[src/nhl_pkg.sv]
`default_nettype none

package nhl_pkg;

    // Nibble codes on the link
    localparam logic [3:0] NIB_B     = 4'hB;
    localparam logic [3:0] NIB_E     = 4'hE;
    localparam logic [3:0] DIGIT_MAX = 4'd9;

    // Reset value of the timeout limit register
    localparam logic [15:0] TIMEOUT_RESET = 16'd1000;

    // Send phases: 0 is receive mode, 1..8 walk E,d3,E,d2,E,d1,E,d0
    localparam logic [3:0] PHASE_RECV = 4'd0;
    localparam logic [3:0] PHASE_LAST = 4'd8;

    // Status code reported for a completed send
    localparam logic [3:0] STATUS_OK = 4'd0;

    // Link state carried from one poll to the next
    typedef struct packed {
        logic [3:0]       phase;
        logic             armed;
        logic [3:0][3:0]  digits;
        logic [2:0]       count;
        logic [15:0]      timeout_left;
        logic [3:0]       driven;
    } t_state;

    // One result word
    typedef struct packed {
        logic [3:0]       drive_nibble;
        logic             message_valid;
        logic [3:0][3:0]  digits;
        logic             send_done;
        logic [3:0]       send_status;
    } t_result;

    // Value the partner must echo in a send phase: E on odd phases,
    // otherwise the stored digit counted down from the last slot
    function automatic logic [3:0] phase_target(input logic [3:0] phase,
                                                input logic [3:0][3:0] digits);
        logic [3:0] slot_calc;
        slot_calc = (PHASE_LAST - phase) >> 1;
        if (phase[0]) begin
            return NIB_E;
        end
        return digits[slot_calc[1:0]];
    endfunction

endpackage

`default_nettype wire

[src/nhl_step.sv]
`default_nettype none

module nhl_step (
    input  wire nhl_pkg::t_state  i_state,
    input  wire logic [3:0]       i_nib,
    input  wire logic [15:0]      i_limit,
    output nhl_pkg::t_state       o_state,
    output nhl_pkg::t_result      o_result
);

    logic [3:0]  tgt;
    logic [3:0]  phase_inc;
    logic [15:0] left_dec;

    assign tgt       = nhl_pkg::phase_target(i_state.phase, i_state.digits);
    assign phase_inc = i_state.phase + 4'd1;
    assign left_dec  = i_state.timeout_left - 16'd1;

    // Update link state and build the result word for one poll
    always_comb begin
        o_state  = i_state;
        o_result = '0;
        if (i_state.phase == nhl_pkg::PHASE_RECV || i_state.phase > nhl_pkg::PHASE_LAST) begin
            // receive mode
            o_state.phase = nhl_pkg::PHASE_RECV;
            if (i_nib == nhl_pkg::NIB_E) begin
                o_state.armed  = 1'b1;
                o_state.driven = nhl_pkg::NIB_E;
            end else if (i_nib == nhl_pkg::NIB_B) begin
                o_state.driven = nhl_pkg::NIB_B;
                if (i_state.count != 3'd0) begin
                    o_result.message_valid = 1'b1;
                    o_result.digits        = i_state.digits;
                    o_state.count          = 3'd0;
                    o_state.timeout_left   = i_limit;
                    o_state.phase          = 4'd1;
                end
            end else if (i_nib <= nhl_pkg::DIGIT_MAX) begin
                // store an armed digit unless four are already held
                if (i_state.armed && i_state.count < 3'd4) begin
                    o_state.armed                       = 1'b0;
                    o_state.digits[i_state.count[1:0]]  = i_nib;
                    o_state.count                       = i_state.count + 3'd1;
                    o_state.driven                      = i_nib;
                end
            end
        end else begin
            // send mode: advance on echo, otherwise burn timeout budget
            if (i_nib == tgt) begin
                if (i_state.phase == nhl_pkg::PHASE_LAST) begin
                    o_state.driven       = nhl_pkg::NIB_B;
                    o_state.phase        = nhl_pkg::PHASE_RECV;
                    o_result.send_done   = 1'b1;
                    o_result.send_status = nhl_pkg::STATUS_OK;
                end else begin
                    o_state.phase  = phase_inc;
                    o_state.driven = nhl_pkg::phase_target(phase_inc, i_state.digits);
                end
            end else begin
                o_state.driven       = tgt;
                o_state.timeout_left = left_dec;
                if (left_dec == 16'd0) begin
                    o_result.send_done   = 1'b1;
                    o_result.send_status = i_state.phase;
                    o_state.phase        = nhl_pkg::PHASE_RECV;
                end
            end
        end
        o_result.drive_nibble = o_state.driven;
    end

endmodule

`default_nettype wire

[src/nibble_handshake_link_core.sv]
`default_nettype none

// Nibble handshake link: each accepted input word is one poll of the
// partner's four lines and yields exactly one result word with the value
// now driven, a completed message (up to four digits) if one ended on this
// poll, and send completion or timeout status. A new poll is accepted every
// clock cycle while results are taken. A result word becomes valid on the
// outputs once its poll has passed from the input register through the
// single compare-and-update step into the result register. With the output
// stalled, the input register holds one more poll and then input ready
// drops. The timeout limit is written through i_cfg_we/i_cfg_wdata; the
// user must write it only while the link is idle, as the block does not
// enforce this. It resets to 1000; a limit of 0 behaves as 65536 misses.
module nibble_handshake_link_core (
    input  wire logic        i_clk,
    input  wire logic        i_rst_n,
    input  wire logic        i_cfg_we,
    input  wire logic [15:0] i_cfg_wdata,
    input  wire logic        i_in_valid,
    output logic             o_in_ready,
    input  wire logic [3:0]  i_partner_nibble,
    output logic             o_out_valid,
    input  wire logic        i_out_ready,
    output logic [3:0]       o_drive_nibble,
    output logic             o_message_valid,
    output logic [3:0]       o_digit_first,
    output logic [3:0]       o_digit_second,
    output logic [3:0]       o_digit_third,
    output logic [3:0]       o_digit_fourth,
    output logic             o_send_done,
    output logic [3:0]       o_send_status
);

    logic [15:0]       r_limit;
    logic              r_in_valid;
    logic [3:0]        r_in_nib;
    logic              r_out_valid;
    nhl_pkg::t_result  r_out;
    nhl_pkg::t_state   r_state;
    nhl_pkg::t_state   n_state;
    nhl_pkg::t_result  n_out;
    logic              advance;

    // Move the held word to the result register when that slot frees up
    assign advance    = r_in_valid && (!r_out_valid || i_out_ready);
    assign o_in_ready = !r_in_valid || advance;

    // Hold the timeout limit
    always_ff @(posedge i_clk) begin
        if (!i_rst_n) begin
            r_limit <= nhl_pkg::TIMEOUT_RESET;
        end else if (i_cfg_we) begin
            r_limit <= i_cfg_wdata;
        end
    end

    // Input register
    always_ff @(posedge i_clk) begin
        if (!i_rst_n) begin
            r_in_valid <= 1'b0;
        end else if (o_in_ready) begin
            r_in_valid <= i_in_valid;
        end
    end

    always_ff @(posedge i_clk) begin
        if (o_in_ready && i_in_valid) begin
            r_in_nib <= i_partner_nibble;
        end
    end

    nhl_step u_step (
        .i_state  (r_state),
        .i_nib    (r_in_nib),
        .i_limit  (r_limit),
        .o_state  (n_state),
        .o_result (n_out)
    );

    // Advance link state once per poll
    always_ff @(posedge i_clk) begin
        if (!i_rst_n) begin
            r_state <= '0;
        end else if (advance) begin
            r_state <= n_state;
        end
    end

    // Result register
    always_ff @(posedge i_clk) begin
        if (!i_rst_n) begin
            r_out_valid <= 1'b0;
        end else if (advance) begin
            r_out_valid <= 1'b1;
        end else if (i_out_ready) begin
            r_out_valid <= 1'b0;
        end
    end

    always_ff @(posedge i_clk) begin
        if (advance) begin
            r_out <= n_out;
        end
    end

    assign o_out_valid     = r_out_valid;
    assign o_drive_nibble  = r_out.drive_nibble;
    assign o_message_valid = r_out.message_valid;
    assign o_digit_first   = r_out.digits[0];
    assign o_digit_second  = r_out.digits[1];
    assign o_digit_third   = r_out.digits[2];
    assign o_digit_fourth  = r_out.digits[3];
    assign o_send_done     = r_out.send_done;
    assign o_send_status   = r_out.send_status;

endmodule

`default_nettype wire

[config.mk]
export PLATFORM = sky130hd
export DESIGN_NAME = nibble_handshake_link_core
export DESIGN_NICKNAME = d
export VERILOG_FILES = /design/src/nhl_pkg.sv /design/src/nhl_step.sv /design/src/nibble_handshake_link_core.sv
export SDC_FILE = /design/constraint.sdc
export NUM_CORES = 1
export LEC_CHECK = 0
export BUFFER_PORTS_ARGS = -buffer_cell sky130_fd_sc_hd__buf_2
export CAP_MARGIN = 20
export CORE_MARGIN = 3
export CORE_UTILIZATION = 60
export DETAILED_ROUTE_END_ITERATION = 8
export PLACE_DENSITY = 0.78
export SYNTH_ARGS = -nofsm -noshare
export SYNTH_HDL_FRONTEND = slang
export SYNTH_SLANG_ARGS = --single-unit
[constraint.sdc]
create_clock -name i_clk -period 9.2 [get_ports i_clk]
set_input_delay 0.92 -clock i_clk [delete_from_list [all_inputs] [get_ports i_clk]]
set_output_delay 0.92 -clock i_clk [all_outputs]
set_load 0.1 [all_outputs]
# --- Word level (Yosys, flattened, before mapping) ---
# Cells that the tools add are included.
word_totals:
  regBits: 92
  inputBits: 25
  output_inout_bits: 28
  word_cells: 120
classes:
  n_addsub: 5
  n_lt_le_gt_ge: 7
  eq_ne: 14
  mux: 48
  bitwise_logic: 4
  n_reduce_logical: 21
ops:
  columns: ["operator", "count"]
  rows:
  - ["$mux 20", 6]
  - ["$mux 4", 17]
  - ["$mux 16", 3]
  - ["$mux 17", 2]
  - ["$mux 19", 1]
  - ["$bmux 4 s2", 2]
  - ["$bwmux 16", 1]
  - ["$logic_not 16->1", 1]
  - ["$sub 16x1->16 const B", 1]
  - ["$mux 5", 3]
  - ["$eq 4x4->1 const B", 3]
  - ["$reduce_and 6->1", 2]
  - ["$mux 1", 11]
  - ["$reduce_and 5->1", 2]
  - ["$lt 2x3->1 const B", 3]
  - ["$demux 4 s2", 1]
  - ["$ne 2x2->1 const B", 4]
  - ["$ne 4x4->1 const B", 2]
  - ["$ne 3x3->1 const B", 2]
  - ["$reduce_bool 3->1", 2]
  - ["$sub 1x3->3 const A", 2]
  - ["$add 4x1->4 const B", 1]
  - ["$eq 4x4->1", 1]
  - ["$gt 4x4->1 const B", 1]
  - ["15 further kinds", 25]

# --- Logic depth before layout (Yosys ltp) ---
# Gate-level depths: netlist (run 1).
logic_depth:
  word_depth: 12
  ltp_mapped: 14
  depth_no_buf: 9

# --- Cells and area by module ---
# A second synthesis (run 1) with hierarchy kept.
hier_totals:
  cells_unflattened: 602
  hier_area_um2: 5481.5
by_module_without_submodules:
  columns: ["mod", "instances", "cells_each", "area_each_um2", "seq_area_each_um2"]
  rows:
  - ["nibble_handshake_link_core", 1, 282, 3385.7, 2142.1]
  - ["nhl_step", 1, 320, 2095.8, 0.0]

# --- Worst setup path after synthesis (run 1) ---
# No wires, ideal clock.
synth_timing:
  kind: "flip-flop to flip-flop"
  start: "register r_state[40] (netlist name)"
  end: "register r_out, in the netlist o_drive_nibble[1], data pin"
  setup_time_ns: 0.267
  arrival_time_ns: 3.303
  required_time_ns: 8.933
  slack_ns: 5.629
  path_stages_with_launch: 14
  n_path_buf: 4
  period_less_slack_ns: 3.571
  cell_sequence: "dfxtp_1 clkbuf_1 clkbuf_1 inv_2 ha_1 clkbuf_1 mux2_1 mux2_2 nor3_1 o22ai_2 or2_1 clkbuf_1 nor4_1 nor2_1"
synth_lines:
  columns: ["item", "line_no", "text"]
  rows:
  - ["start: declaration", "nibble_handshake_link_core.sv:39", "nhl_pkg::t_state r_state;"]
  - ["start signal: assignment", "nibble_handshake_link_core.sv:85", "r_state <= n_state;"]
  - ["end signal: assignment", "nibble_handshake_link_core.sv:102", "r_out <= n_out;"]
  - ["end: declaration", "nibble_handshake_link_core.sv:38", "nhl_pkg::t_result r_out;"]

==> metrics.txt, run 1 <==
run status=finished clean; Setup TNS Final=0 ns; clk root buf=clkbuf_8; power consumption=861 uW; Post-Synth Adder-Cell Area=0.0230; worst vdd rail ir drop=0.0928 mV; switching power=261 uW; routed via count=4194; Post-Synthesis Cells=530; CP Max Fanout=21; predominant post-synthesis flop cell=dfxtp_1; Worst path slowest cell=nor2_1; most numerous cell in the Yosys netlist=dfxtp_1; CP max stage delay=0.86 ns; RSZ-0062 raised after global routing=false; FILL cells=631; max frequency=246 MHz; CP arrival=4.20 ns; R2R setup slack=5.13 ns; sequential power share=0.518; mux share of post-synthesis cell area=0.0742; Post-Place Cells=645; CTS Buf Count=9; Synth area leaders=dfxtp_1, edfxtp_1, mux2i_1, nand2_1, a21oi_1; switching share of power=0.303; Pwr Density=162 nW/um^2; P_leak=2.11 nW; Avg Cell Area, Syn=9.23 sq um; I/O pins=53; Post-Route Skew=0.0145 ns; remaining global-route overflow=0; CTS Buffer Depth=2; hold path depth=2; critical setup path kind=flop to flop; Cell Chain, Critical Path=inv_2 -> ha_1 -> xor2_2 -> mux4_2 -> nor3_1 -> o22ai_2 -> nor2_1 -> nand3_1 -> and2_1; Final Cell Area=5320 sq um; R2R depth=9; layout cells sized above 1=0.179; Final Max Tran Viols=0; fin cells=661; CTS tree=yes; Synth Area in Compound Gates=0.170; CTS resizes=0; Simple-Gate Fraction of Synth Area=0.221; Initial Util=0.626; Hold Crit Class=flop to flop; # clock sinks=92; final period utilization=0.442; height of the die=96.3 um; H-tree Lvls=3; min Tclk post-route=4.07 ns; Detailed Routing Iterations Pass 1=5; HPWL Detailed=8.20 mm; Cell Area, Placed=5120 sq um; Routed Antenna Nets=0; clock share of power=0.319; initial antenna violation count=0; Core Rows=32; area of the core=7810 sq um; Final Hold Viols=0; dominant cell type by area after synthesis=dfxtp_1; postcts setup bufs=0; Nets=588; synth cell count leaders=dfxtp_1, nand2_1, nor2_1; Internal Power=600 uW; die area=9270 sq um; xor-xnor portion of the synthesized cell area=0.0230; main combinational cell family by area after synthesis=simple AND/OR/NAND/NOR gates; number of global-route vias before repair=3789; CP Capture Type=flop; top cell type's share of synthesized area=0.254; Slew HR=0.276; Final setup viols=0; Worst-Skew Late Latency=0.37 ns; Hold-fix buffers, CTS=0; last weighted congestion value of the routability-driven placer=0.936; synthesis warning total=0; number of vias per cell=6.34; Die Wd=96.3 um; mapped cell area=4890 sq um; sequential share of the synthesized area=0.438; first-pass GRT wire length=18.8 mm; EDFF count, synth=30; average wire per standard cell=17.9 um; Antenna diodes=0; Logic pwr share=0.162; DR iter-0 viols=535; synthesis-to-finish area growth=8.88%; crit path launch type=flop; slew of the pin with the lowest slew margin=1.08 ns; syn nets=564; largest net degree at the start of global routing=50; Critical Path RT=9.33 ns; # port buffers=52; gr usage total=0.263; drt drc=0; Unique masters post-synth=70; drt total wl=11.8 mm; Seq cells post-synth=92; Clock transition at path regs=0.09 ns; ys async rst share=0; Min Hold Slack=0.480 ns; Max Cap Viol=0
-- critical path: cells and delay by family, from the launching register on --
kind                     cells  cell delay (ns)
AO/OA/AOI/OAI                1             0.18
buffers and inverters        1             0.12
multiplexers                 1             0.60
XOR/XNOR                     1             0.30
adder cells (fa/ha/maj)      1             0.29
flip-flops                   1             0.81
AND/OR/NAND/NOR              4             1.54
-- layout make-up --
cell class	count	area (sq um)	area share
Clock inverter	6	71.3	0.0134
Sequential cell	92	2140	0.402
Inverter	13	48.8	0.00917
Timing Repair Buffer	57	298	0.0559
Multi-Input combinational cell	381	2510	0.471
Clock buffer	10	128	0.0240
Tap cell	102	128	0.0240
-- metal layers --
metal,GRT usage,share of wire,up-vias
li1,-,-,1991
met1,0.389,0.47,2001
met2,0.386,0.44,184
met3,0.0391,0.081,18
met4,0.0948,0.014,0
met5,0,0,-
-- through the flow --
step	worst slack, ns	utilization
finish	5.13	0.682
CTS	5.22	0.682
global placement	5.37	0.656
floorplan	5.63	-
global route	4.87	0.682
detailed placement	5.23	0.656
-- cell families (layout without fill, tap and decap cells) --
| kind of cell | Yosys count | after routing |
|---|---|---|
| and+or+nand+nor | 214 | 214 |
| AOI/OAI and AO/OA | 113 | 113 |
| DFF | 92 | 92 |
| buffers and inverters | 57 | 86 |
| muxes | 33 | 33 |
| xor gates and xnor gates | 12 | 12 |
| adders and majority gates | 9 | 9 |
-- final timing paths --
check,end,start
setup / recovery,o_drive_nibble[0],r_state[40]
hold / removal,flop,flop
setup reg to reg,o_drive_nibble[0],r_state[40]
hold reg to reg,flop,flop
-- cells in the final DEF, fill, tap and decap left out, drive strengths merged, types with 12 or more instances in the layout --
cell type	count
nor3	13
edfxtp	30
nor2	50
nand3	30
dfxtp	62
mux2i	25
and3	18
a21oi	39
buf	57
o21ai	12
inv	14
nand2	54
-- power by group through the flow --
stage	registers (mW)	clock network, mW	logic [mW]
floorplan	0.482	0	0.0826
global placement	0.454	0	0.135
detailed placement	0.455	0	0.138
CTS	0.446	0.278	0.138
global route	0.448	0.294	0.150
finish	0.446	0.275	0.140
Power figures use the tool's default switching activity.
==> run 2, diff against run 1 <==
CORE_UTILIZATION = 59   (was 60)
PLACE_DENSITY = 0.77   (was 0.78)
clock period = 3.95 ns   (was 9.2 ns; I/O delays follow)
==> run 2 against run 1 <==
Sequential cell count unchanged. Critical endpoint is now r_state[15]. First-iteration DRC count down 14%. Critical path depth unchanged. Register-to-register slack worse by 4.7 ns. Sequential share of layout area down 0.22 points. Combinational power up 140%. Cell count up 0.91%. Wire length down 1.4%. Utilization down 0.33 points. Final area up 0.54%. Non-clock buffer count up 6.
==> metrics.txt, run 2 (synthesis results as in run 1) <==
met3 global-route usage=0.0685 (+0.0294); Cell Area, Placed=5170 sq um (+0.88%); Critical Path RT=4.26 ns (-5.07 ns); Die Wd=97.0 um (+0.79%); highest-count cells in the layout ignoring fill and taps=dfxtp_1, nand2_1, buf_2; Pwr Density=367 nW/um^2 (+130%); CTS Buf Count=9 (unchanged); Max Cap Viol=0 (unchanged); Hold-fix buffers, CTS=0 (unchanged); Worst path slowest cell=and2_1; layout cells sized above 1=0.188 (+0.00872); slew of the pin with the lowest slew margin=0.762 ns (-0.320 ns); RSZ-0062 raised after global routing=false; gr usage total=0.246 (-0.0170); # port buffers=52 (unchanged); H-tree Lvls=3 (unchanged); number of vias per cell=6.29 (-0.88%); Core Rows=32 (unchanged); R2R depth=9 (unchanged); Worst-Skew Late Latency=0.36 ns (about the same); last weighted congestion value of the routability-driven placer=0.885 (-5.5%); crit path launch type=flop; initial antenna violation count=0 (unchanged); CP arrival=3.80 ns (-0.40 ns); critical setup path kind=flop to flop; met1 Use GR=0.370 (-0.0187); Final Cell Area=5350 sq um (+0.54%); DR iter-0 viols=459 (-14%); die area=9420 sq um (+1.6%); Clock transition at path regs=0.10 ns (about the same); I/O pins=53 (unchanged); first-pass GRT wire length=19.0 mm (+1.0%); CTS Buffer Depth=2 (unchanged); max frequency=287 MHz (+17%); CTS resizes=0 (unchanged); Slew HR=0.492 (+0.216); Cell Chain, Critical Path=inv_1 -> ha_1 -> mux2_1 -> mux2_2 -> nor3_1 -> o22ai_2 -> o211ai_4 -> and2_1 -> o221a_1; Routed Antenna Nets=0 (unchanged); drt drc=0 (unchanged); final period utilization=0.883 (+0.441); hold path depth=1 (-1); drt total wl=11.6 mm (-1.4%); CP Max Fanout=15 (-29%); met2 Use GR=0.344 (-0.0425); remaining global-route overflow=0 (unchanged); average wire per standard cell=17.4 um (-2.3%); area of the core=7890 sq um (+1.0%); Post-Route Skew=0.0100 ns (-0.00447 ns); CP max stage delay=0.68 ns (-0.18 ns); synthesis-to-finish area growth=9.47%; Final Hold Viols=0 (unchanged); postcts setup bufs=0 (unchanged); power consumption=1.97 mW (+130%); height of the die=97.0 um (+0.79%); Final setup viols=0 (unchanged); largest net degree at the start of global routing=49 (-2.0%); Setup WS pre-CTS=0.534 ns (-4.69 ns); GRT busiest layer=met1; number of global-route vias before repair=3788 (-0.026%); HPWL Detailed=8.21 mm (+0.12%); P_leak=2.14 nW (+1.2%); Setup TNS Final=0 ns (unchanged); min Tclk post-route=3.49 ns (-0.581 ns); Antenna diodes=0 (unchanged); clk root buf=clkbuf_8; Hold Crit Class=input pin to flop; Nets=594 (+1.0%); Final Max Tran Viols=0 (unchanged); # clock sinks=92 (unchanged); run status=finished clean; CP Capture Type=flop; most common cell after layout, fill and taps aside=dfxtp_1; Initial Util=0.620 (-0.00636); routed via count=4195 (+0.024%); final worst slack=0.460 ns (-4.67 ns); CTS tree=yes; Detailed Routing Iterations Pass 1=5 (unchanged); worst vdd rail ir drop=0.295 mV (+220%)
run 2: changes by cell type in the layout (fill, tap and decap cells not counted), sizes merged:
cell and change:
buf +6, bufinv -1, clkinv -1, inv +2
run 2: report_power, final:
part | switching, mW | internal [mW] | total, mW
logic | 0.240 | 0.0970 | 0.337
registers | 0.0283 | 1.01 | 1.03
clock network | 0.353 | 0.242 | 0.595
total | 0.621 | 1.35 | 1.97
run 2: stage by stage:
step	std cells	utilization	hold WS [ns]
after global routing	667	0.679	0.189
after CTS	667	0.679	0.193
after floorplan	530	-	0.440
after global placement	651	0.655	0.461
final	667	0.679	0.201
after detailed placement	651	0.655	0.462
run 2: worst max-delay path, delay by kind of cell, from the launching register on:
kind                     cells  cell delay [ns]
AND/OR/NAND/NOR              2             0.94
AO/OA/AOI/OAI                3             0.83
adder cells (fa/ha/maj)      1             0.48
flip-flops                   1             0.41
buffers and inverters        1             0.10
multiplexers                 2             0.68
run 2: per-layer routing:
| layer | share of wire | wire length, um | up-vias |
|---|---|---|---|
| li1 | - | - | 2002 |
| met1 | 0.46 | 5330 | 1937 |
| met2 | 0.42 | 4940 | 242 |
| met3 | 0.11 | 1220 | 14 |
| met4 | 0.012 | 139 | 0 |
| met5 | 0 | 0 | - |
run 2: final cells by class:
type,instances,area (sq um)
fillers,623,2530
flip-flops and latches,92,2140
clock inverters,6,55.1
well taps,102,128
inverters,13,48.8
multi-input cells,381,2510
repair buffers,63,343
clock buffers,10,128
run 2: path summary, 6_finish.rpt:
path	slack, ns	end	start
min	0.20	r_in_nib[3]	i_partner_nibble[3]
min reg2reg	0.47	r_state[1]	r_state[1]
max reg2reg	0.46	r_state[15]	r_state[41]
max	0.46	r_state[15]	r_state[41]
